### src/rtl/tps_queue.sv
// Two-entry triangle queue between the front and back ends.
module tps_queue #(
  parameter int DATA_WIDTH = 8
) (
  input  logic                  clk,
  input  logic                  rst,
  input  logic                  push_valid,
  output logic                  push_ready,
  input  logic [DATA_WIDTH-1:0] push_data,
  output logic                  pop_valid,
  input  logic                  pop_ready,
  output logic [DATA_WIDTH-1:0] pop_data
);
  logic [DATA_WIDTH-1:0] ent0;
  logic [DATA_WIDTH-1:0] ent1;
  logic [1:0]            count;
  logic                  do_push;
  logic                  do_pop;
  logic                  push_to_head;

  assign push_ready   = (count != 2'd2);
  assign pop_valid    = (count != 2'd0);
  assign pop_data     = ent0;
  assign do_push      = push_valid && push_ready;
  assign do_pop       = pop_valid && pop_ready;
  assign push_to_head = do_push && (count == 2'd0 || (count == 2'd1 && do_pop));

  always_ff @(posedge clk) begin
    if (rst) begin
      count <= 2'd0;
    end else begin
      count <= count + {1'b0, do_push} - {1'b0, do_pop};
    end
  end

  // The head always sits in ent0.
  always_ff @(posedge clk) begin
    if (push_to_head) begin
      ent0 <= push_data;
    end else if (do_pop) begin
      ent0 <= ent1;
    end
    if (do_push && !push_to_head) begin
      ent1 <= push_data;
    end
  end
endmodule

### config.mk
export PLATFORM = sky130hd
export DESIGN_NAME = tps_queue
export DESIGN_NICKNAME = d
export VERILOG_FILES = /design/src/rtl/tps_queue.sv
export SDC_FILE = /design/constraint.sdc
export NUM_CORES = 1
export LEC_CHECK = 0
export BUFFER_PORTS_ARGS = -buffer_cell sky130_fd_sc_hd__buf_2
export CORE_MARGIN = 2
export CORE_UTILIZATION = 40
export CTS_CLUSTER_SIZE = 25
export DETAILED_ROUTE_END_ITERATION = 6
export HOLD_SLACK_MARGIN = 0.05
export PLACE_DENSITY_LB_ADDON = 0.25
export SLEW_MARGIN = 20
export SYNTH_ARGS = -nofsm -noshare
export SYNTH_HDL_FRONTEND = slang
export SYNTH_SLANG_ARGS = --single-unit
### constraint.sdc
create_clock -name clk -period 3.25 [get_ports clk]
set_clock_uncertainty 0.15 [all_clocks]
set_input_delay 0.1625 -clock clk [delete_from_list [all_inputs] [get_ports clk]]
set_output_delay 0.1625 -clock clk [all_outputs]
set_load 0.03 [all_outputs]
* Yosys cells after proc, flatten, opt, wreduce, memory -nomap -nowiden *
Cells that the tools add are included.
Widths: inputs -> output; s select.

storage, ports and cells
  bits in registers = 18

operators by class
  $add $sub $neg = 2
  equality and inequality tests = 2
  muxes and demuxes = 2
  reductions and logical operators = 10

operators with widths
  cell                number
  $mux 8              2
  $logic_and 1x1->1   5
  $reduce_bool 2->1   2
  $add 2x1->2         1
  $eq 2x1->1 const B  1
  $logic_not 2->1     1
  $ne 2x2->1 const B  1
  $sub 2x1->2         1
  $logic_not 1->1     1
  $logic_or 1x1->1    1

* Longest topological paths before layout *
  depth after elaboration = 7
  gate-level depth with buffers = 9

* Worst setup path after synthesis *
Ideal clock, no wire load.

  path type = flip-flop to flip-flop
  from = reg count[1]
  to = reg count[1]
  setup time = 115 ps
  arrival = 1700 ps
  data required time = 2985 ps
  slack = 1286 ps
  stages on the path, launching flop included = 10
  buffers on the path = 0
  path through = dfxtp_1 -> inv_1 -> nand2_1 -> and2_1 -> ha_1 -> inv_1 -> ha_1 -> xnor2_1 -> xnor2_1 -> nor2_1

on the way
  elaborated cells on any way between the ends = 6
  those cells by class = add/sub (2); eq/ne (1); reduce/logical (3)

RTL lines
  item                      RTL line  source
  start: declaration        16        logic [1:0] count;
  start signal: assignment  32        count <= count + {1'b0, do_push} - {1'b0, do_pop};
  $reduce_bool 2->1         22        assign pop_valid = (count != 2'd0);
  named net pop_valid       10        output logic pop_valid,
  $logic_and 1x1->1         25        assign do_pop = pop_valid && pop_ready;
  $sub 2x1->2               32

The timed path passes the listed nets, and every way through them passes these cells.
A chain may end at the register's enable or synchronous reset.

* Worst setup path after layout *
  from = reg count[1]
  to = reg count[1]

on the way
  longest elaborated chain between the ends = 4
  elaborated cells on any way between the ends = 6
  those cells by class = add/sub (2); eq/ne (1); reduce/logical (3)

RTL lines
  item               RTL line  source
  $ne 2x2->1         21        assign push_ready = (count != 2'd2);
  $logic_and 1x1->1  24        assign do_push = push_valid && push_ready;
  $add 2x1->2        32
  $sub 2x1->2 *      32

Mark *: on every way between the ends. The rest lies on a longest branch, timed or not.

==> run summary <==
After routing, the total negative slack on setup checks comes to 0 ns. The net count after synthesis came out at 57. The number of nets in the finished design came out at 92.

The remaining number of nets flagged by the antenna check after routing is 0. Setup violations remaining at the end of the flow were counted as 0. The clock transition time at the flip-flop clock pins of the worst setup and hold paths came out at 0.10 ns.

Summing every instance area after synthesis gives 733.2 µm². The required time of the worst setup path came out at 3.29 ns. At the later pin of the worst-skew pair, clock insertion delay measures 0.28 ns. The flow ran to the end, and the final reports show no timing, DRC or antenna violations. In this run the vertical extent of the chip is 46.82 µm. By startpoint and endpoint, the worst setup path is classified as reg2reg. Averaged over all synthesized cells, the footprint is 17.05 µm². Detailed routing inserted a total of 453 vias. In the synthesized netlist, the cells that appear most often are edfxtp_1, mux2_2, nand2_1. In the synthesized netlist the async set-or-reset flop fraction comes to 0. Of the available clock period, the critical path in the final layout requires 0.5624.

At the end of routability-driven placement, the weighted congestion stood at 0.6467. For this design the top-level I/O count stands at 22. In this run the static leakage power is 0.4033 nW.

The share of the core filled with cells is 0.5768. The portion of the post-synthesis area used by sequential elements is 0.7099. The area overhead of the layout relative to synthesis is 35.84%. The largest fanout on the critical path came out at 4. The global-route wire length before repair came out at 1.869 mm. The initial cell density of the core is 0.4246. Counting flops with a built-in enable in the synthesized netlist gives 16. Setup repair after global routing left no endpoint under its margin. The share of cells above drive strength 1 is 0.4545. In this run the horizontal extent of the chip is 46.82 µm. Once the clock tree was built, the setup fixing pass inserted 0 buffers. The gate count of the mapped netlist is 43. The setup slack after layout came out at 1.422 ns.

The total wire length after detailed routing is 1.197 mm. TritonCTS built the clock tree. The count of different cell masters after synthesis is 12. The peak supply drop came out at 0.3187 mV. The path class of the tightest hold or removal check is in2reg.

The top layer reached by signal wires is met3. The number of global-route vias before repair is 463. The number of inserted diodes is 0. The routed design uses 74 µm of met3 wire. Yosys printed 0 warnings.

The total of flip-flops plus latches after synthesis is 18. The maximum clock rate came out at 0.5472 GHz. The number of max-slew violations in the final report is 0. The worst setup path is captured at a flip-flop. In the global route stage, overall resource usage came out at 0.1243. The total clock sinks came out at 18.

The area fraction of the dominant cell type after synthesis came out at 0.6553. The initial antenna violation count is 0. The die outline area came out at 2192 µm².

Using the TritonRoute via totals, the vias-per-cell ratio works out to 4.441. Summed over all nets, wire length on met2 after detailed routing comes to 545 µm. The hold violation total from the final report is 0. edfxtp_1 is the most common cell in the netlist. The number of remaining DRC errors is 0.

The data arrival time of the critical path came out at 1.87 ns. In this run the tightest slew margin relative to its limit is 0.4921. The area of the core region came out at 1727 µm².

The placed wire-length estimate after detailed placement is 829.9 µm. The total clock buffers created by CTS is 3. The met1 layer wirelength in the final routing came out at 577 µm. In the final routed layout, each cell accounts on average for 11.74 µm. The worst-margin pin slew is 0.7619 ns. At the placement stage, the worst setup path has a slack of 1.419 ns. The largest net degree at the start of global routing is 11. The startpoint class of the critical path is a flip-flop. The maximum clock path buffer count came out at 2. After the first detailed-routing iteration, the DRC count stood at 5.

Summed over all instances, the cell type with the most area after synthesis is edfxtp_1. The standard-cell row count is 15. The total number of H-tree levels came out at 1. The root buffer cell chosen for the clock tree is clkbuf_4. The predominant post-synthesis flop cell is edfxtp_1. The quantity of I/O buffers inserted on ports came out at 21. The total power divided by cell area came out at 725.5 nW/µm². The tool flagged a number of max-cap violations equal to 0.

The first-pass iteration count of the detailed router came out at 4. Ranked by total cell area, the synthesized netlist is headed by edfxtp_1, mux2_2, dfxtp_1. For this run the aggregate overflow at the end of global routing stands at 0. The routed design could run at a clock period as short as 1.828 ns.
cell families (layout without fill, tap and decap cells):
family / Yosys count / count (layout) / share of synthesized area
adders and majority gates: 2 / 2 / 0.03412
DFF: 18 / 18 / 0.7099
muxes: 9 / 9 / 0.1382
buffers and inverters: 3 / 37 / 0.01536
and+or+nand+nor: 7 / 7 / 0.04266
xor gates and xnor gates: 2 / 2 / 0.02390
AOI/OAI and AO/OA: 2 / 2 / 0.03583
cell type report:
type,instances,area [µm²]
inverters,3,11.26
flip-flops and latches,18,520.5
repair buffers,30,195.2
multi-input cells,22,201.4
fillers,156,730.7
well taps,25,31.28
clock buffers,4,36.28
critical path: stages, from the launching register on:
cell	delay (ns)
dfxtp_1	0.33
inv_1	0.15
nand2_1	0.11
and2_1	0.17
ha_1	0.26
inv_1	0.04
ha_1	0.18
xnor2_1	0.16
xnor2_1	0.13
nor2_1	0.05
per-stage QoR:
| step | hold slack, ns | instances | instance area (µm²) | total power [mW] |
|---|---|---|---|---|
| 4_1_cts | 0.2887 | 102 | 996.0 | 0.7346 |
| 6_report | 0.2676 | 102 | 996.0 | 0.7226 |
| 5_1_grt | 0.3059 | 102 | 996.0 | 0.7660 |
| 3_3_place_gp | 0.1934 | 89 | 869.6 | 0.5857 |
| 3_5_place_dp | 0.1977 | 89 | 869.6 | 0.5898 |
| 2_1_floorplan | 0.08411 | 43 | 733.2 | 0.5223 |
final timing paths:
kind,startpoint,endpoint,slack [ns],cells past startpoint
worst max-delay path,count[1]$_SDFF_PP0_,count[1]$_SDFF_PP0_,1.42,9
worst min-delay path,push_valid,ent1[1]$_DFFE_PP_,0.27,3
worst max register to register,count[1]$_SDFF_PP0_,count[1]$_SDFF_PP0_,1.42,9
worst min register to register,ent1[4]$_DFFE_PP_,pop_data[4]$_DFFE_PP_,0.40,1
metal layers:
metal  vias up  GRT usage
met5         -          0
met4         0    0.02778
met3         0    0.04231
met2        17     0.2082
met1       213     0.1567
li1        223          -
what timing repair did:
action | CTS | global route
hold endpoints to repair | 17 | 0
hold buffers | 9 | 0
gates resized for setup | 0 | 0
sequential cells by signal, indices dropped and copies added (netlist names):
signal	flops
count	2
ent1	8
pop_data	8
cell usage in the layout, fill, tap and decap left out, drive strengths merged:
cell type,count
a21oi,1
and2,1
buf,21
clkbuf,4
dfxtp,2
dlygate4sd3,9
edfxtp,16
ha,2
inv,3
mux2,9
nand2,4
nor2,1
nor2b,1
o211ai,1
xnor2,2
report_power, final:
group | total, mW | internal (mW) | leakage [nW] | switching, mW
Clock | 0.134 | 0.0681 | 0.0210 | 0.0657
Combinational | 0.259 | 0.0934 | 0.215 | 0.166
Sequential | 0.330 | 0.315 | 0.168 | 0.0147
Total | 0.723 | 0.476 | 0.403 | 0.246
Power figures use the tool's default switching activity.
