## src/rtl/tps_pkg.sv

```systemverilog
// Shared constants, types and helpers for the triangle plane splitter.
package tps_pkg;

  localparam int CoordWidth    = 16;
  localparam int NumFields     = 8;
  localparam int VertsPerTri   = 3;
  localparam int TBits         = 30;
  localparam int ReduceBits    = 32;
  localparam int CfgIndexWidth = 3;

  typedef enum logic [CfgIndexWidth-1:0] {
    CFG_NORMAL_X = 3'd0,
    CFG_NORMAL_Y = 3'd1,
    CFG_NORMAL_Z = 3'd2,
    CFG_OFFSET   = 3'd3
  } cfg_index_t;

  // Sign class of the three plane distances of one triangle.
  typedef struct packed {
    logic [VertsPerTri-1:0] neg;
    logic [VertsPerTri-1:0] zero;
  } tps_sign_t;

  // Rows of the back end's vertex store that hold the cut points.
  localparam logic [2:0] RowCut0 = 3'd3;
  localparam logic [2:0] RowCut1 = 3'd4;

  function automatic logic [1:0] next_corner(logic [1:0] i);
    return (i == 2'd2) ? 2'd0 : i + 2'd1;
  endfunction

  // Distance magnitudes are kept at least one bit above the reduce limit.
  function automatic int mag_width(int w);
    return (2 * w + 1 > ReduceBits + 1) ? 2 * w + 1 : ReduceBits + 1;
  endfunction

endpackage

```

## src/rtl/tps_front.sv

```systemverilog
// Front end: configuration, vertex intake, plane distance and triangle assembly.
module tps_front #(
  parameter int COORD_WIDTH = tps_pkg::CoordWidth,
  localparam int QW = 3 * tps_pkg::NumFields * COORD_WIDTH
                    + 3 * tps_pkg::mag_width(COORD_WIDTH) + $bits(tps_pkg::tps_sign_t)
) (
  input  logic                                 clk,
  input  logic                                 rst,
  input  logic                                 cfg_we,
  input  logic [tps_pkg::CfgIndexWidth-1:0]    cfg_index,
  input  logic [COORD_WIDTH-1:0]               cfg_data,
  input  logic                                 in_valid,
  output logic                                 in_ready,
  input  logic signed [COORD_WIDTH-1:0]        pos_x,
  input  logic signed [COORD_WIDTH-1:0]        pos_y,
  input  logic signed [COORD_WIDTH-1:0]        pos_z,
  input  logic signed [COORD_WIDTH-1:0]        tex_u,
  input  logic signed [COORD_WIDTH-1:0]        tex_v,
  input  logic signed [COORD_WIDTH-1:0]        norm_x,
  input  logic signed [COORD_WIDTH-1:0]        norm_y,
  input  logic signed [COORD_WIDTH-1:0]        norm_z,
  output logic                                 push_valid,
  input  logic                                 push_ready,
  output logic [QW-1:0]                        push_data
);
  import tps_pkg::*;

  localparam int W  = COORD_WIDTH;
  localparam int VW = NumFields * W;
  localparam int SW = 2 * W + 2;
  localparam int MW = mag_width(W);

  typedef enum logic [3:0] {
    F_IDLE = 4'b0001,
    F_MUL  = 4'b0010,
    F_SUM  = 4'b0100,
    F_PUSH = 4'b1000
  } fstate_t;

  fstate_t state;
  logic [1:0] vertex_count;

  logic signed [W-1:0] plane_nx;
  logic signed [W-1:0] plane_ny;
  logic signed [W-1:0] plane_nz;
  logic signed [W-1:0] plane_off;

  logic [NumFields-1:0][W-1:0]   vin;
  logic signed [2*W-1:0]         prod_x;
  logic signed [2*W-1:0]         prod_y;
  logic signed [2*W-1:0]         prod_z;
  logic [VertsPerTri-1:0][VW-1:0] slot_v;
  logic [VertsPerTri-1:0][MW-1:0] slot_m;
  tps_sign_t                     slot_s;

  logic signed [SW-1:0] pdist;
  logic [SW-1:0]        dist_abs;

  assign in_ready   = (state == F_IDLE);
  assign push_valid = (state == F_PUSH);
  assign push_data  = {slot_v, slot_m, slot_s};

  // Exact distance: n.p minus the offset scaled up to the normal's fraction.
  assign pdist = SW'(prod_x) + SW'(prod_y) + SW'(prod_z) - (SW'(plane_off) <<< (W - 2));
  assign dist_abs = pdist[SW-1] ? SW'(-pdist) : SW'(pdist);

  always_ff @(posedge clk) begin
    if (rst) begin
      plane_nx  <= {2'b01, {(W-2){1'b0}}};
      plane_ny  <= '0;
      plane_nz  <= '0;
      plane_off <= '0;
    end else if (cfg_we) begin
      case (cfg_index)
        CFG_NORMAL_X: plane_nx  <= cfg_data;
        CFG_NORMAL_Y: plane_ny  <= cfg_data;
        CFG_NORMAL_Z: plane_nz  <= cfg_data;
        CFG_OFFSET:   plane_off <= cfg_data;
        default: ;
      endcase
    end
  end

  always_ff @(posedge clk) begin
    if (rst) begin
      state        <= F_IDLE;
      vertex_count <= 2'd0;
    end else begin
      case (state)
        F_IDLE: begin
          if (in_valid) begin
            state <= F_MUL;
          end
        end
        F_MUL: state <= F_SUM;
        F_SUM: begin
          if (vertex_count == 2'd2) begin
            vertex_count <= 2'd0;
            state        <= F_PUSH;
          end else begin
            vertex_count <= vertex_count + 2'd1;
            state        <= F_IDLE;
          end
        end
        F_PUSH: begin
          if (push_ready) begin
            state <= F_IDLE;
          end
        end
        default: state <= F_IDLE;
      endcase
    end
  end

  always_ff @(posedge clk) begin
    if (in_valid && in_ready) begin
      vin <= {norm_z, norm_y, norm_x, tex_v, tex_u, pos_z, pos_y, pos_x};
    end
    if (state == F_MUL) begin
      prod_x <= $signed(vin[0]) * plane_nx;
      prod_y <= $signed(vin[1]) * plane_ny;
      prod_z <= $signed(vin[2]) * plane_nz;
    end
    if (state == F_SUM) begin
      slot_v[vertex_count]      <= vin;
      slot_m[vertex_count]      <= MW'(dist_abs);
      slot_s.neg[vertex_count]  <= pdist[SW-1];
      slot_s.zero[vertex_count] <= (pdist == '0);
    end
  end
endmodule

```

## config.mk

```make
export PLATFORM = sky130hd
export DESIGN_NAME = tps_front
export DESIGN_NICKNAME = d
export VERILOG_FILES = /design/src/rtl/tps_pkg.sv /design/src/rtl/tps_front.sv
export SDC_FILE = /design/constraint.sdc
export NUM_CORES = 2
export LEC_CHECK = 0
export ABC_AREA = 1
export BUFFER_PORTS_ARGS = -buffer_cell sky130_fd_sc_hd__buf_2
export CAP_MARGIN = 40
export CELL_PAD_IN_SITES_DETAIL_PLACEMENT = 2
export CELL_PAD_IN_SITES_GLOBAL_PLACEMENT = 2
export CORE_ASPECT_RATIO = 0.9
export CORE_MARGIN = 3
export CORE_UTILIZATION = 43
export CTS_BUF_LIST = sky130_fd_sc_hd__clkbuf_4 sky130_fd_sc_hd__clkbuf_8
export CTS_CLUSTER_SIZE = 12
export DETAILED_ROUTE_END_ITERATION = 10
export HOLD_SLACK_MARGIN = 0.02
export MAX_ROUTING_LAYER = met4
export PLACE_DENSITY = 0.88
export SLEW_MARGIN = 15
export SYNTH_ARGS = -nofsm -noshare
export SYNTH_HDL_FRONTEND = slang
export SYNTH_SLANG_ARGS = --single-unit
```

## constraint.sdc

```tcl
create_clock -name clk -period 37.3 [get_ports clk]
set_input_delay 7.46 -clock clk [delete_from_list [all_inputs] [get_ports clk]]
set_output_delay 7.46 -clock clk [all_outputs]
set_load 0.01 [all_outputs]
```

==> impl_summary.md, run 1 <==
Status
The flow did not finish. Progress stopped at clock tree synthesis (4_1_cts). The tool reported: "[ERROR DPL-0033] detailed placement checks failed during check placement".

Synthesis
After synthesis, the most frequently instantiated cells are 1,560 x sky130_fd_sc_hd__inv_1, 1,183 x sky130_fd_sc_hd__nand2_1, 837 x sky130_fd_sc_hd__fa_1, 713 x sky130_fd_sc_hd__edfxtp_1, 293 x sky130_fd_sc_hd__ha_1. The complex-gate fraction of the synthesized area is 0.0277. The share of Yosys cell area claimed by the top area cell type is 0.359. The number of different library cells used by synthesis comes to 51. In this run the cell area of the synthesized design comes to 59,600 um^2. The top flip-flop cell by instance count after synthesis is sky130_fd_sc_hd__edfxtp_1.

The number of nets in the synthesized netlist is 7,070. The part of the Yosys area used for sequential elements is 0.383. In the post-synthesis netlist, the cell with the most instances is sky130_fd_sc_hd__inv_1. The number of enable flip-flop cells after synthesis is 713.

A synthesized cell averages 10.3 um^2. The share of flip-flops with an asynchronous set or reset is 0. After synthesis the netlist holds a flip-flop and latch count of 783. In the synthesized netlist, the number of instances is 5,788. Yosys attributes the largest share of cell area to sky130_fd_sc_hd__edfxtp_1 36%, sky130_fd_sc_hd__fa_1 28%, sky130_fd_sc_hd__inv_1 9.8%.

The largest family of logic cells by synthesized area is adder cells. Of the total synthesized cell area, the portion taken by AND, OR, NAND and NOR gates is 0.114. The post-synthesis share of cell area spent on xor and xnor gates is 0.0206. Of the total synthesized cell area, the portion taken by full adders, half adders and majority gates is 0.343. During synthesis, Yosys emitted a total of 0 warnings.

The largest total area in the synthesized netlist belongs to sky130_fd_sc_hd__edfxtp_1. Of the post-synthesis cell area, the part taken by muxes is 0.

Floorplanning
The overall die width is 398 um. The die is 359 um tall. The number of ports placed on the die boundary is 643.

For this configuration, the core starts out at a cell density of 0.437. The initialized floorplan defines 128 standard-cell rows.

Place
Buffers placed on the I/O ports in this run total 642. After legalization and detailed placement, the total HPWL measured 201 mm. The congestion estimate from routability-driven global placement came to 0.863. The pre-CTS setup slack is 27,160 ps.

The cell area after placement is 65,400 um^2.

Clock tree
The clock sink total is 783. The cts-stage hold buffer count is 0. TritonCTS created 137 clock buffers. Post-CTS repair changed the size of 0 cells. The cell sitting at the root of the clock tree is a sky130_fd_sc_hd__clkbuf_8. The number of levels in the clock H-tree is 4. The maximum root-to-sink buffer count is 3. The post-CTS setup buffer count is 0.
cells by family after synthesis:
kind of cell / Yosys count
adders and majority gates: 1130
and+or+nand+nor: 1667
DFF: 783
buffers and inverters: 1767
AOI/OAI and AO/OA: 301
xor gates and xnor gates: 140
stage by stage:
stage          hold slack (ps)  cells
2_1_floorplan              440   5788
3_3_place_gp               433   8096
3_5_place_dp               445   8134
==> run 2: changes to the inputs <==
- CELL_PAD_IN_SITES_DETAIL_PLACEMENT: 2 -> not set
- CELL_PAD_IN_SITES_GLOBAL_PLACEMENT: 2 -> not set
- CORE_ASPECT_RATIO: 0.9 -> not set
- CORE_UTILIZATION: 43 -> 30
- CTS_BUF_LIST: sky130_fd_sc_hd__clkbuf_4 sky130_fd_sc_hd__clkbuf_8 -> not set
- CTS_CLUSTER_SIZE: 12 -> not set
- HOLD_SLACK_MARGIN: 0.02 -> not set
- MAX_ROUTING_LAYER: met4 -> not set
- PLACE_DENSITY: 0.88 -> not set
- PLACE_DENSITY_LB_ADDON: not set -> 0.15
==> impl_summary.md, run 2 <==
Timing
The final-report max-slew violation count is 0. The worst clock skew is 32.8 ps. Setup repair after global routing left no endpoint under its margin.

The final setup violation count is 0. The relative max-transition margin is 0.263. Summed over all failing endpoints, the final setup total negative slack is 0 ps. The hold violation total from the final report is 0.

The post-route clock period utilization is 0.243. The minimum period implied by the final worst setup slack is 9080 ps. Timing would allow up to 110 MHz. The tightest hold margin is 467 ps.

The transition time at the pin with the least slew margin is 1110 ps.

Synthesis
The count of synthesis-stage warnings from yosys is 0. Of the total synthesized cell area, the portion taken by AND, OR, NAND and NOR gates is 0.114. The number of enable flip-flop cells after synthesis is 713. The mean post-synth cell area is 10.3 um^2. The part of the Yosys area used for sequential elements is 0.383. After synthesis, the largest family of logic cells by area is adder cells. The flip-flop and latch count after synthesis is 783. The complex-gate fraction of the synthesized area is 0.0277. The number of instances in the synthesized netlist is 5,788. The number of distinct library cell variants in the gate-level netlist after synthesis is 51. sky130_fd_sc_hd__edfxtp_1 takes more of the synthesized area than any other cell.

The top flip-flop cell by instance count after synthesis is sky130_fd_sc_hd__edfxtp_1. Of the post-synthesis cell area, the dominant cell type holds 0.359. The mux share of post-synthesis cell area is 0. By area the synthesized netlist is led by sky130_fd_sc_hd__edfxtp_1 36%, sky130_fd_sc_hd__fa_1 28%, sky130_fd_sc_hd__inv_1 9.8%.

Summing every instance area after synthesis gives 59,600 um^2. The most frequently used cell type in the post-synthesis netlist is sky130_fd_sc_hd__inv_1. Of the total synthesized cell area, the portion taken by XOR and XNOR cells is 0.0206. Counting every net in the synthesized netlist gives 7,070.

Of the total synthesized cell area, the portion taken by full adders, half adders and majority gates is 0.343. The share of flip-flops with an asynchronous set or reset is 0. Counting instances in the post-synthesis netlist gives the leading cell types as 1,560 x sky130_fd_sc_hd__inv_1, 1,183 x sky130_fd_sc_hd__nand2_1, 837 x sky130_fd_sc_hd__fa_1, 713 x sky130_fd_sc_hd__edfxtp_1, 293 x sky130_fd_sc_hd__ha_1.

Clock tree
The longest clock path from root to sink contains 3 buffers. The post-CTS setup buffer count is 0. The root buffer cell is sky130_fd_sc_hd__clkbuf_16.

The insertion delay to the later sink of the worst-skew pair is 730 ps. TritonCTS built the clock tree. Clock-pin slew was measured on the worst setup and hold paths at 70 ps. After clock tree synthesis, the flow added hold-fix buffers numbering 0.

The clock sink total is 783. The H-tree was split into 3 levels. Clock tree synthesis inserted a total of 90 buffers.

In this run, post-CTS repair resized a total of 0 instances.

GRT
The via count of the first global-routing pass was 42,300. The residual overflow from global routing is 0. The initial antenna violation count came to 10. The first global-routing pass estimated 263 mm of wire. Entering global routing, the biggest net connects 127 pins. The global routing usage summed across all routing layers is 0.170.

Route
The final route contains 39,300 vias. The count of nets left with antenna violations after detail routing is 0. The via density per instance is 4.30.

The number of design rule violations left after detail routing is 0. The starting DRC count in detailed routing is 2,359. The mean routed wirelength per cell is 18.8 um. The first-pass iteration count of the detailed router is 8. The final layout contains routed wiring with a total length of 172 mm.

Power and ir drop
The maximum resistive drop on vdd is 0.0000336 V. The leakage power summed over all cells is 34.8 nW. Dividing total power by cell area gives a power density of 41.2 nW/um^2.

Min path
The path class of the tightest hold or removal check is register to register.

Critical path
In this run the worst path has a maximum fanout of 5. The data arrival time of the critical path is 1620 ps. The worst setup path is launched from a register.

The critical path class is register to output port. Data on the critical path is required at its endpoint by 29,840 ps. STA classifies the critical path endpoint as an output port.

Finish
The fraction of final layout cells sized beyond drive strength 1 is 0.148. Measured on the finished design, the core utilization comes to 0.355. The area growth from synthesis to layout is 17.0%.

The most common library cell in the layout ignoring fill and taps is sky130_fd_sc_hd__inv_1. The final net count is 7,717. The number of flip-flops in the largest register is 489. Leaving out fill and tap cells, the most frequent cells in the layout are 1,560 x sky130_fd_sc_hd__inv_1, 1,183 x sky130_fd_sc_hd__nand2_1, 837 x sky130_fd_sc_hd__fa_1.

Floorplanning
In this run the core area contains 162 standard-cell rows. The overall die width is 452 um. The initial utilization of the core area, before any placement, comes to 0.304. The floorplan step defined a die boundary enclosing 204,000 um^2.

The die boundary height is 452 um. The number of ports placed on the die boundary is 643. The area of the core is 196,000 um^2.

Place
The weighted congestion at the end of routability-driven global placement is 0.847. The detailed-placement wirelength estimate is 138 mm. The number of port buffers is 642.

Job
The count of max-cap constraint violations is 0.

Status
The run finished with clean final reports.
==> run 2: cell counts after synthesis <==
No cell type changed its count.
==> run 2: path summary, 6_finish.rpt <==
check / startpoint / endpoint / slack (ps) / cells past startpoint
worst max register to register: plane_ny[1] / prod_y[28] / 30350 / 19
worst max-delay path: state[3] / in_ready / 28220 / 4
worst min register to register: vin[76] / push_data[181] / 470 / 0
worst min-delay path: vin[76] / push_data[181] / 470 / 0
==> run 2: cell type report <==
cell class              count  area, um^2
well taps                2624        3280
repair buffers            749        4610
diodes                      3        7.51
flip-flops and latches    783       22800
inverters                1573        5900
clock buffers             109        2330
fillers                 20000      126000
multi-input cells        3238       30200
clock inverters            58         611
==> run 2: critical path: stages, from the launching register on <==
cell and delay, ps:
sky130_fd_sc_hd__dfxtp_1 330, sky130_fd_sc_hd__nor2_1 140, sky130_fd_sc_hd__nand3_1 220, sky130_fd_sc_hd__inv_1 90, sky130_fd_sc_hd__buf_2 130
==> run 2: layer usage <==
layer	up-vias	wire length, um	GRT usage	share of wire
met3	231	9060	0.0276	0.053
met4	2	5200	0.0508	0.030
li1	18600	-	-	-
met2	1004	82500	0.290	0.48
met1	19400	74800	0.223	0.44
met5	-	13	0	0.000076
==> run 2: cell families after synthesis <==
kind of cell,Yosys count
AO/OA/AOI/OAI,301
flip-flops,783
XOR/XNOR,140
buffers and inverters,1767
AND/OR/NAND/NOR,1667
adder cells (fa/ha/maj),1130
==> run 2: where the power goes <==
group	internal [W]	leakage (nW)	switching, W
Combinational	0.000302	26.4	0.000617
Clock	0.000494	1.41	0.000377
Sequential	0.00105	7.05	0.0000320
==> run 2: per-stage QoR <==
stage          instance area (um^2)  std cells  power, W  setup WS (ps)
6_report                      69700       9137   0.00287          28220
4_1_cts                       69600       9128   0.00293          28120
5_1_grt                       69700       9137   0.00308          28050
3_5_place_dp                  66700       8961   0.00204          27500
2_1_floorplan                 59600       5788   0.00170          23890
3_3_place_gp                  65700       8906   0.00202          27240
(Power assumes the default switching activity.)
