## config.mk

```make
export PLATFORM = sky130hd
export DESIGN_NAME = tps_back
export DESIGN_NICKNAME = d
export VERILOG_FILES = /design/src/rtl/tps_pkg.sv /design/src/rtl/tps_back.sv
export SDC_FILE = /design/constraint.sdc
export NUM_CORES = 2
export LEC_CHECK = 0
export ABC_AREA = 1
export BUFFER_PORTS_ARGS = -buffer_cell sky130_fd_sc_hd__buf_2
export CORE_MARGIN = 4
export CORE_UTILIZATION = 56
export DETAILED_ROUTE_END_ITERATION = 8
export PLACE_DENSITY_LB_ADDON = 0.08
export SYNTH_ARGS = -nofsm -noshare
export SYNTH_HDL_FRONTEND = slang
export SYNTH_SLANG_ARGS = --single-unit
export TNS_END_PERCENT = 30
```

## constraint.sdc

```tcl
create_clock -name clk -period 19.5 [get_ports clk]
set_input_delay 2.925 -clock clk [delete_from_list [all_inputs] [get_ports clk]]
set_output_delay 2.925 -clock clk [all_outputs]
set_load 0.1 [all_outputs]
```

## src/rtl/tps_pkg.sv

```systemverilog
// Shared constants, types and helpers for the triangle plane splitter.
package tps_pkg;

  localparam int CoordWidth    = 16;
  localparam int NumFields     = 8;
  localparam int VertsPerTri   = 3;
  localparam int TBits         = 30;
  localparam int ReduceBits    = 32;
  localparam int CfgIndexWidth = 3;

  typedef enum logic [CfgIndexWidth-1:0] {
    CFG_NORMAL_X = 3'd0,
    CFG_NORMAL_Y = 3'd1,
    CFG_NORMAL_Z = 3'd2,
    CFG_OFFSET   = 3'd3
  } cfg_index_t;

  // Sign class of the three plane distances of one triangle.
  typedef struct packed {
    logic [VertsPerTri-1:0] neg;
    logic [VertsPerTri-1:0] zero;
  } tps_sign_t;

  // Rows of the back end's vertex store that hold the cut points.
  localparam logic [2:0] RowCut0 = 3'd3;
  localparam logic [2:0] RowCut1 = 3'd4;

  function automatic logic [1:0] next_corner(logic [1:0] i);
    return (i == 2'd2) ? 2'd0 : i + 2'd1;
  endfunction

  // Distance magnitudes are kept at least one bit above the reduce limit.
  function automatic int mag_width(int w);
    return (2 * w + 1 > ReduceBits + 1) ? 2 * w + 1 : ReduceBits + 1;
  endfunction

endpackage

```

## src/rtl/tps_back.sv

```systemverilog
// Back end: case selection, cut parameter division, interpolation and vertex output.
module tps_back #(
  parameter int COORD_WIDTH = tps_pkg::CoordWidth,
  localparam int QW = 3 * tps_pkg::NumFields * COORD_WIDTH
                    + 3 * tps_pkg::mag_width(COORD_WIDTH) + $bits(tps_pkg::tps_sign_t)
) (
  input  logic                          clk,
  input  logic                          rst,
  input  logic                          q_valid,
  output logic                          q_ready,
  input  logic [QW-1:0]                 q_data,
  output logic                          out_valid,
  input  logic                          out_ready,
  output logic                          side,
  output logic                          last_of_run,
  output logic signed [COORD_WIDTH-1:0] out_pos_x,
  output logic signed [COORD_WIDTH-1:0] out_pos_y,
  output logic signed [COORD_WIDTH-1:0] out_pos_z,
  output logic signed [COORD_WIDTH-1:0] out_tex_u,
  output logic signed [COORD_WIDTH-1:0] out_tex_v,
  output logic signed [COORD_WIDTH-1:0] out_norm_x,
  output logic signed [COORD_WIDTH-1:0] out_norm_y,
  output logic signed [COORD_WIDTH-1:0] out_norm_z
);
  import tps_pkg::*;

  localparam int W  = COORD_WIDTH;
  localparam int VW = NumFields * W;
  localparam int MW = mag_width(W);
  localparam int SB = $bits(tps_sign_t);
  localparam int PW = W + TBits + 2;
  localparam int RW = W + 3;
  localparam int IW = $clog2(TBits);
  localparam int RB = ReduceBits;
  localparam logic signed [RW-1:0] FMax = {4'b0000, {(W-1){1'b1}}};
  localparam logic signed [RW-1:0] FMin = {4'b1111, {(W-1){1'b0}}};

  typedef enum logic [7:0] {
    B_IDLE  = 8'b00000001,
    B_COPY  = 8'b00000010,
    B_SHIFT = 8'b00000100,
    B_DIV   = 8'b00001000,
    B_LMUL  = 8'b00010000,
    B_LADD  = 8'b00100000,
    B_ERD   = 8'b01000000,
    B_EWR   = 8'b10000000
  } bstate_t;

  bstate_t state;

  // Incoming triangle, unpacked.
  tps_sign_t                       qs;
  logic [VertsPerTri-1:0][MW-1:0]  qm;
  logic [VertsPerTri-1:0][VW-1:0]  qv;
  assign qs = q_data[SB-1:0];
  assign qm = q_data[SB +: VertsPerTri*MW];
  assign qv = q_data[SB + VertsPerTri*MW +: VertsPerTri*VW];

  // Case selection results.
  logic [8:0][2:0] lidx_n;
  logic [8:0]      lside_n;
  logic [3:0]      lcnt_n;
  logic [1:0]      ncut_n;
  logic [1:0]      ca_n, cb0_n, cb1_n;

  always_comb begin
    logic [VertsPerTri-1:0] pos;
    logic [1:0] npos, nneg, ip, ineg, iz, s, s1, s2;
    logic first, lone;
    pos     = ~qs.neg & ~qs.zero;
    npos    = {1'b0, pos[0]} + {1'b0, pos[1]} + {1'b0, pos[2]};
    nneg    = {1'b0, qs.neg[0]} + {1'b0, qs.neg[1]} + {1'b0, qs.neg[2]};
    ip      = pos[0] ? 2'd0 : (pos[1] ? 2'd1 : 2'd2);
    ineg    = qs.neg[0] ? 2'd0 : (qs.neg[1] ? 2'd1 : 2'd2);
    iz      = qs.zero[2] ? 2'd2 : (qs.zero[1] ? 2'd1 : 2'd0);
    s       = (nneg == 2'd1) ? ineg : ip;
    s1      = next_corner(s);
    s2      = next_corner(s1);
    lone    = (nneg == 2'd1);
    first   = (next_corner(iz) != ip);
    lidx_n  = '0;
    lside_n = '0;
    lcnt_n  = 4'd3;
    ncut_n  = 2'd0;
    ca_n    = 2'd0;
    cb0_n   = 2'd0;
    cb1_n   = 2'd0;
    if (nneg == 2'd0 || npos == 2'd0) begin
      lidx_n[0] = 3'd0;
      lidx_n[1] = 3'd1;
      lidx_n[2] = 3'd2;
      lside_n   = {9{nneg != 2'd0}};
    end else if (npos == nneg) begin
      // One corner on the plane: a single cut on the crossing edge.
      ncut_n    = 2'd1;
      ca_n      = ineg;
      cb0_n     = ip;
      lcnt_n    = 4'd6;
      lidx_n[0] = {1'b0, iz};
      lidx_n[1] = {1'b0, next_corner(iz)};
      lidx_n[2] = RowCut0;
      lidx_n[3] = RowCut0;
      lidx_n[4] = {1'b0, next_corner(next_corner(iz))};
      lidx_n[5] = {1'b0, iz};
      lside_n   = {3'b000, {3{~first}}, {3{first}}};
    end else begin
      // Lone corner: cuts on both of its edges.
      ncut_n    = 2'd2;
      ca_n      = s;
      cb0_n     = s1;
      cb1_n     = s2;
      lcnt_n    = 4'd9;
      lidx_n[0] = RowCut0;
      lidx_n[1] = RowCut1;
      lidx_n[2] = {1'b0, s};
      lidx_n[3] = RowCut0;
      lidx_n[4] = {1'b0, s1};
      lidx_n[5] = {1'b0, s2};
      lidx_n[6] = {1'b0, s2};
      lidx_n[7] = RowCut1;
      lidx_n[8] = RowCut0;
      lside_n   = {{6{~lone}}, {3{lone}}};
    end
  end

  // Working registers.
  logic [8:0][2:0]               lidx;
  logic [8:0]                    lside;
  logic [3:0]                    lcnt;
  logic [1:0]                    ncut;
  logic [1:0]                    ca, cb0, cb1;
  logic [MW-1:0]                 ma, mb0, mb1;
  logic [VertsPerTri-1:0][VW-1:0] ld_rows;
  logic [1:0]                    copy_cnt;
  logic                          cut_sel;
  logic [MW-1:0]                 a_r, b_r;
  logic [RB:0]                   dvsr;
  logic [RB+1:0]                 rem;
  logic [TBits:0]                t;
  logic [IW-1:0]                 iter;
  logic [2:0]                    fld;
  logic [3:0]                    k;
  logic [PW-1:0]                 prod;
  logic signed [W-1:0]           x1_r;
  logic                          dneg;
  logic [NumFields-1:0][W-1:0]   cut_row;
  logic [NumFields-1:0][W-1:0]   row_next;

  // Vertex store: three corners and two cut points.
  logic [VW-1:0]               pts [5];
  logic                        mem_we;
  logic [2:0]                  mem_waddr;
  logic [VW-1:0]               mem_wdata;
  logic [2:0]                  rd_a_addr, rd_b_addr;
  logic [NumFields-1:0][W-1:0] rd_a_data, rd_b_data;

  logic                too_wide;
  logic [RB+1:0]       rem2;
  logic                ge;
  logic signed [W-1:0] x1, x2;
  logic signed [W:0]   diff;
  logic [W:0]          dmag;
  logic [PW-1:0]       rsum;
  logic [W+1:0]        qv_l;
  logic signed [RW-1:0] rval;
  logic [W-1:0]        rsat;
  logic                last_cut;
  logic                emit_load;
  logic                emit_last;

  assign q_ready   = (state == B_IDLE);
  assign too_wide  = |a_r[MW-1:RB] || |b_r[MW-1:RB];
  assign rem2      = {rem[RB:0], 1'b0};
  assign ge        = (rem2 >= {1'b0, dvsr});
  assign x1        = $signed(rd_a_data[fld]);
  assign x2        = $signed(rd_b_data[fld]);
  assign diff      = {x2[W-1], x2} - {x1[W-1], x1};
  assign dmag      = diff[W] ? (W+1)'(-diff) : (W+1)'(diff);
  assign rsum      = prod + (PW'(1) << (TBits - 1));
  assign qv_l      = rsum[PW-1:TBits];
  assign rval      = dneg ? (RW'(x1_r) - $signed(RW'(qv_l)))
                          : (RW'(x1_r) + $signed(RW'(qv_l)));
  assign rsat      = (rval > FMax) ? FMax[W-1:0]
                   : (rval < FMin) ? FMin[W-1:0] : rval[W-1:0];
  assign last_cut  = (ncut == 2'd1) || cut_sel;
  assign emit_load = (state == B_EWR) && (!out_valid || out_ready);
  assign emit_last = (k == lcnt - 4'd1);

  always_comb begin
    row_next      = cut_row;
    row_next[fld] = rsat;
  end

  assign mem_we    = (state == B_COPY) || (state == B_LADD && fld == 3'd7);
  assign mem_waddr = (state == B_COPY) ? {1'b0, copy_cnt} : (cut_sel ? RowCut1 : RowCut0);
  assign mem_wdata = (state == B_COPY) ? ld_rows[0] : row_next;
  assign rd_a_addr = (state == B_ERD || state == B_EWR) ? lidx[k] : {1'b0, ca};
  assign rd_b_addr = {1'b0, cut_sel ? cb1 : cb0};

  always_ff @(posedge clk) begin
    if (mem_we) begin
      pts[mem_waddr] <= mem_wdata;
    end
    rd_a_data <= pts[rd_a_addr];
    rd_b_data <= pts[rd_b_addr];
  end

  always_ff @(posedge clk) begin
    if (rst) begin
      state     <= B_IDLE;
      copy_cnt  <= 2'd0;
      cut_sel   <= 1'b0;
      iter      <= '0;
      fld       <= 3'd0;
      k         <= 4'd0;
      out_valid <= 1'b0;
    end else begin
      if (emit_load) begin
        out_valid <= 1'b1;
      end else if (out_ready) begin
        out_valid <= 1'b0;
      end
      case (state)
        B_IDLE: begin
          if (q_valid) begin
            copy_cnt <= 2'd0;
            state    <= B_COPY;
          end
        end
        B_COPY: begin
          copy_cnt <= copy_cnt + 2'd1;
          if (copy_cnt == 2'd2) begin
            k       <= 4'd0;
            cut_sel <= 1'b0;
            state   <= (ncut == 2'd0) ? B_ERD : B_SHIFT;
          end
        end
        B_SHIFT: begin
          if (!too_wide) begin
            iter  <= '0;
            fld   <= 3'd0;
            state <= (b_r == '0) ? B_LMUL : B_DIV;
          end
        end
        B_DIV: begin
          iter <= iter + IW'(1);
          if (iter == IW'(TBits - 1)) begin
            state <= B_LMUL;
          end
        end
        B_LMUL: state <= B_LADD;
        B_LADD: begin
          if (fld == 3'd7) begin
            if (last_cut) begin
              k     <= 4'd0;
              state <= B_ERD;
            end else begin
              cut_sel <= 1'b1;
              state   <= B_SHIFT;
            end
          end else begin
            fld   <= fld + 3'd1;
            state <= B_LMUL;
          end
        end
        B_ERD: state <= B_EWR;
        B_EWR: begin
          if (emit_load) begin
            k     <= k + 4'd1;
            state <= emit_last ? B_IDLE : B_ERD;
          end
        end
        default: state <= B_IDLE;
      endcase
    end
  end

  always_ff @(posedge clk) begin
    case (state)
      B_IDLE: begin
        if (q_valid) begin
          lidx    <= lidx_n;
          lside   <= lside_n;
          lcnt    <= lcnt_n;
          ncut    <= ncut_n;
          ca      <= ca_n;
          cb0     <= cb0_n;
          cb1     <= cb1_n;
          ma      <= qm[ca_n];
          mb0     <= qm[cb0_n];
          mb1     <= qm[cb1_n];
          ld_rows <= qv;
        end
      end
      B_COPY: begin
        ld_rows[0] <= ld_rows[1];
        ld_rows[1] <= ld_rows[2];
        a_r        <= ma;
        b_r        <= mb0;
      end
      B_SHIFT: begin
        // Halve both magnitudes together until each fits the divider.
        if (too_wide) begin
          a_r <= a_r >> 1;
          b_r <= b_r >> 1;
        end else begin
          t    <= (b_r == '0) ? ((TBits+1)'(1) << TBits) : '0;
          rem  <= (RB+2)'(a_r[RB-1:0]);
          dvsr <= {1'b0, a_r[RB-1:0]} + {1'b0, b_r[RB-1:0]};
        end
      end
      B_DIV: begin
        rem <= ge ? (rem2 - {1'b0, dvsr}) : rem2;
        t   <= {t[TBits-1:0], ge};
      end
      B_LMUL: begin
        prod <= PW'(dmag) * PW'(t);
        x1_r <= x1;
        dneg <= diff[W];
      end
      B_LADD: begin
        cut_row <= row_next;
        if (fld == 3'd7 && !last_cut) begin
          a_r <= ma;
          b_r <= mb1;
        end
      end
      default: ;
    endcase
    if (emit_load) begin
      side        <= lside[k];
      last_of_run <= emit_last;
      out_pos_x   <= rd_a_data[0];
      out_pos_y   <= rd_a_data[1];
      out_pos_z   <= rd_a_data[2];
      out_tex_u   <= rd_a_data[3];
      out_tex_v   <= rd_a_data[4];
      out_norm_x  <= rd_a_data[5];
      out_norm_y  <= rd_a_data[6];
      out_norm_z  <= rd_a_data[7];
    end
  end
endmodule

```

## Word-level counts from Yosys, hierarchy flattened

Memories as Yosys holds them, arrays and structs flattened. A register that Yosys moved wholly into a read port is not among the register bits.
Cells that the tools add are included.

- Output and inout bits: 132
- Memories kept: 1
- RAM bits: 640
- Bits in registers: 1041
- Input port bits: 493

- Mux-type cells: 94
- $add $sub $neg: 20
- $mul: 1
- Bitwise operators: 7
- Reduce and logical (&&, ||, !) cells: 35
- Magnitude comparators: 9
- Equality and inequality tests: 31

Memory list:

| name | depth | width | rd ports | clocked after Yosys merged registers in | wr ports | line | text |
|---|---|---|---|---|---|---|---|
| pts | 5 | 128 | 2 | 2 | 1 | tps_back.sv:150 | `logic [VW-1:0] pts [5];` |

Operators by type and width:

| operator | count |
|---|---|
| $pmux 256 s2 | 1 |
| $mux 33 | 9 |
| $mux 256 | 1 |
| $bmux 33 s2 | 3 |
| $pmux 33 s3 | 2 |
| $bwmux 128 | 1 |
| $mux 128 | 1 |
| $bmux 16 s3 | 2 |
| $mux 16 | 5 |
| $pmux 33 s2 | 1 |
| $pmux 8 s8 | 1 |
| $mux 31 | 2 |
| $pmux 31 s2 | 1 |
| $mux 8 | 7 |
| $add 48x30->48 const B | 1 |
| $demux 16 s3 | 1 |
| $mul 17x31->48 | 1 |
| $mux 2 | 19 |
| $ge 34x33->1 | 1 |
| $mux 17 | 2 |
| $add 32x32->33 | 1 |
| $logic_not 33->1 | 1 |
| $sub 33x33->33 | 1 |
| $mux 7 | 3 |
| 61 further kinds | 129 |

## Logic depth before layout (Yosys ltp)

- Depth in word-level cells: 13
- Mapped depth: 54

## Worst setup path before layout

Ideal clock, no wire load.

- Path type: input port to flip-flop
- Start: input q_valid
- End: register ld_rows[0] (netlist name) (enable)
- Buffers on the path: 0
- Setup time: 0.567 ns
- Stages on the path: 4
- Arrival time: 19.667 ns
- Path slack: -0.734 ns
- Cell sequence: inv_1 -> nor2_1 -> nor2_1 -> inv_1

- Word-level cells in the longest chain between the ends: 2

RTL lines:

| element | line | text |
|---|---|---|
| start: declaration | tps_back.sv:9 | `input logic q_valid,` |
| $ne 2x2->1 (no line) | -- |  |
| $reduce_and 2->1 (no line) | -- |  |
| end signal: assignment | tps_back.sv:292 | `ld_rows <= qv;` |
| end: declaration | tps_back.sv:133 | `logic [VertsPerTri-1:0][VW-1:0] ld_rows;` |

Every way passes these cells.
A chain may end at the register's enable or synchronous reset.

## Final worst setup path

- Start: register fld[0]
- End: register prod[46] (data pin)

- Word-level cells in the longest chain between the ends: 6
- Elaborated cells on any way between the ends: 8
- Those cells by class: add/sub (2); mul (1); mux (5)

RTL lines:

| element | line | text |
|---|---|---|
| start: declaration | tps_back.sv:141 | `logic [2:0] fld;` |
| start signal: assignment | tps_back.sv:262 | `fld <= fld + 3'd1;` |
| $bmux 16 s3 (*) | tps_back.sv:175 | `assign x1 = $signed(rd_a_data[fld]);` |
| $mux 16 (implied by the code) (*) | tps_back.sv:175 |  |
| named net x1[0] | tps_back.sv:160 | `logic signed [W-1:0] x1, x2;` |
| $sub 16x16->17 (*) | tps_back.sv:177 | `assign diff = {x2[W-1], x2} - {x1[W-1], x1};` |
| $neg 17->17 | tps_back.sv:178 | `assign dmag = diff[W] ? (W+1)'(-diff) : (W+1)'(diff);` |
| $mux 17 (*) | tps_back.sv:178 |  |
| $mul 17x31->48 (*) | tps_back.sv:317 | `prod <= PW'(dmag) * PW'(t);` |
| end signal: assignment | tps_back.sv:317 |  |
| end: declaration | tps_back.sv:143 | `logic [PW-1:0] prod;` |

The timed path passes the listed nets; every way through them passes the cells marked *. The select of a mux whose other input is x is not followed.

==> flow_metrics.py <==
metrics = {
    "hold_path": {
        "hold_class": "reg -> reg",
        "min_to": "out_norm_z[1]",
        "min-delay-start": "rd_a_data[113]",
        "whs_path_depth": 0,
    },
    "flow_run": {
        "drv_cap": 0,
    },
    "global_routing": {
        "grt.overflow.total": 0,
        "grt_pass1_wl_um": 488000,
        "grt_max_degree": 179,
        "first_global_vias": 74891,
        "track_usage_pct": 35.6,
        "antenna_found_initial": 46,
    },
    "synth": {
        "ys_seq_area_share_pct": 54.0,
        "netlist_area_um2": 99700,
        "yosysUniqueCellTypes": 62,
        "ys.flop_type": "edfxtp_1",
        "async_flop_share_pct": 0,
        "syn_area_per_cell_um2": 9.91,
        "synth_edf_count": 1606,
        "ys_ff_latch": 1886,
        "syn-num-nets": 11221,
        "yosys_warnings": 0,
        "synth_cells": 10061,
    },
    "floorplan": {
        "rows": 154,
        "core_um2": 177000,
        "dieArea_um2": 185000,
        "io_pins": 625,
        "die_w_um": 430,
        "die_y_um": 430,
        "start_util_pct": 56.4,
    },
    "timing": {
        "hold_viol_final": 0,
        "slew_headroom_pct": 16.0,
        "layout_setup_ws_ns": 7.06,
        "setup-violations-final": 0,
        "tightestPinTransition_ns": 1.26,
        "slew_violations": 0,
        "finClkSkew_ns": 0.0441,
        "post-route-period-util_pct": 63.8,
        "min_period_ns": 12.44,
        "fin_tns_setup_ns": 0,
        "max_freq_ghz": 0.0804,
        "grt_setup_unrepaired": "false",
    },
    "clock_network": {
        "ctsHoldBuffers": 0,
        "cts_resized": 0,
        "clk_pin_slew_worst_paths_ns": 0.07,
        "cts_setup_buffers": 0,
        "clockRootBuffer": "clkbuf_16",
        "clockBufferDepth": 3,
        "cts_tree": "built",
        "clock-sinks": 1886,
        "htree_levels": 4,
        "cts_buffers": 194,
        "clock_latency_ns": 0.86,
    },
    "worst_setup_path": {
        "required_ns": 20.10,
        "cp_common_cell": "nand2_1",
        "cpMaxStageDelayCell": "nor3_2",
        "path_max_fanout": 46,
        "crit_type": "reg -> reg",
        "max_stage_delay_ns": 0.97,
        "start_kind": "flop",
        "end_kind": "flop",
        "r2r-start": "fld[0]",
        "reg2regPathDepth": 42,
        "crit_arrival_ns": 13.04,
        "r2r_end": "prod[46]",
        "r2r_slack_ns": 7.06,
    },
    "route": {
        "ant_nets": 0,
        "totalWireLength_um": 333000,
        "viasPerCell": 5.91,
        "wl_per_cell_um": 25.6,
        "dr.pass1.iters": 6,
        "drc_errors": 0,
        "first_iter_violations": 9596,
        "num_vias": 76960,
    },
    "place": {
        "port-buffer-count": 624,
        "pre_cts_ws_ns": 7.41,
        "place_hpwl_um": 236000,
        "routabilityCongestion": 0.980,
    },
    "cells_and_area": {
        "fin_nets": 11636,
        "fillCellCount": 14412,
        "layout_commonest_cell": "nand2_1",
        "final_cell_mix": "nand2_1, edfxtp_1, nor2_1",
        "area_delta_synth_final_pct": 11.8,
        "drive_gt1_share_pct": 12.0,
    },
    "run_status": {
        "outcome": "complete, no violations",
    },
}
through the flow:
| stage | hold slack, ns | utilization, % | instances | cell area [um2] |
|---|---|---|---|---|
| floorplan | 0.408 | - | 10061 | 99700 |
| global placement | 0.420 | 59.3 | 12620 | 105000 |
| detailed placement | 0.417 | 59.3 | 12620 | 105000 |
| CTS | 0.431 | 63.0 | 12988 | 111000 |
| global route | 0.443 | 63.1 | 12998 | 111000 |
| finish | 0.425 | 63.1 | 13021 | 111000 |
how the worst max path moves through the flow:
| stage | from | to | slack (ns) | cells after the start |
|---|---|---|---|---|
| 2_1_floorplan | q_valid | ld_rows[0] | 3.86 | 4 |
| 3_3_place_gp | fld[2] | prod[46] | 7.70 | 44 |
| 3_5_place_dp | fld[0] | prod[46] | 7.41 | 42 |
| 4_1_cts | fld[0] | prod[46] | 7.34 | 42 |
| 5_1_grt | fld[0] | prod[46] | 6.25 | 42 |
| 6_report | fld[0] | prod[46] | 7.06 | 42 |
per-layer routing:
metal / vias up / part of all wire (%) / wire length, um / global-route usage (%)
met5: - / 0.056 / 186 / 0
met4: 28 / 5.9 / 19800 / 18.3
met3: 726 / 10 / 34300 / 7.60
met2: 4284 / 44 / 148000 / 54.2
met1: 37417 / 39 / 131000 / 48.6
li1: 34505 / - / - / -
layout make-up:
| class | count | area (um2) | area share, % |
|---|---|---|---|
| well taps | 2340 | 2930 | 2.63 |
| diodes | 33 | 82.6 | 0.0741 |
| repair buffers | 727 | 3970 | 3.56 |
| clock buffers | 257 | 5280 | 4.74 |
| flip-flops and latches | 1886 | 53800 | 48.3 |
| inverters | 1049 | 3980 | 3.57 |
| multi-input cells | 6618 | 40100 | 36.0 |
| clock inverters | 111 | 1320 | 1.19 |
sequential cells by signal, indices dropped and copies added (netlist names), 128 cells and up:
name	flops
cut_row	128
ld_rows	384
pts	640
rd_a_data	128
rd_b_data	128
synthesized netlist by cell type, types with 33 or more instances:
| cell type | n | area share (%) |
|---|---|---|
| a31oi_1 | 149 | 0.93 |
| fa_1 | 438 | 8.8 |
| edfxtp_1 | 1606 | 48 |
| a21oi_1 | 355 | 1.8 |
| o21ai_0 | 575 | 2.9 |
| buf_1 | 40 | 0.15 |
| a22o_1 | 48 | 0.42 |
| clkbuf_1 | 389 | 1.5 |
| nor2_1 | 1035 | 3.9 |
| a32oi_1 | 127 | 1.1 |
| nand2_1 | 2480 | 9.3 |
| dfxtp_1 | 280 | 5.6 |
| o22ai_1 | 50 | 0.31 |
| ha_1 | 229 | 2.9 |
| and2_1 | 122 | 0.77 |
| a221oi_1 | 36 | 0.32 |
| o211ai_1 | 64 | 0.48 |
| inv_1 | 1033 | 3.9 |
| xor2_1 | 67 | 0.59 |
| nor3_1 | 36 | 0.18 |
| nand4_1 | 50 | 0.31 |
| xnor2_1 | 55 | 0.48 |
| nand3_2 | 33 | 0.33 |
| nand3_1 | 345 | 1.7 |
| or2_2 | 130 | 0.82 |
| buf_2 | 65 | 0.33 |
worst max-delay path: cells and delay by family (launching register included):
kind	cells	cell delay [ns]
compound gates	6	1.65
fa+ha+maj	9	3.85
buf+inv	10	2.16
flops	1	0.48
simple gates	17	3.98
kinds of logic after synthesis:
group | Yosys count | share of synthesized area (%)
AOI/OAI and AO/OA | 1519 | 9.14
xor gates and xnor gates | 125 | 1.12
adders and majority gates | 667 | 11.7
buffers and inverters | 1557 | 6.05
DFF | 1886 | 54.0
muxes | 1 | 0.0100
and+or+nand+nor | 4306 | 18.0
Power is left out: the tool's default activity adds up to more than one toggle a clock period on the data nets, which glitch-free logic cannot reach.
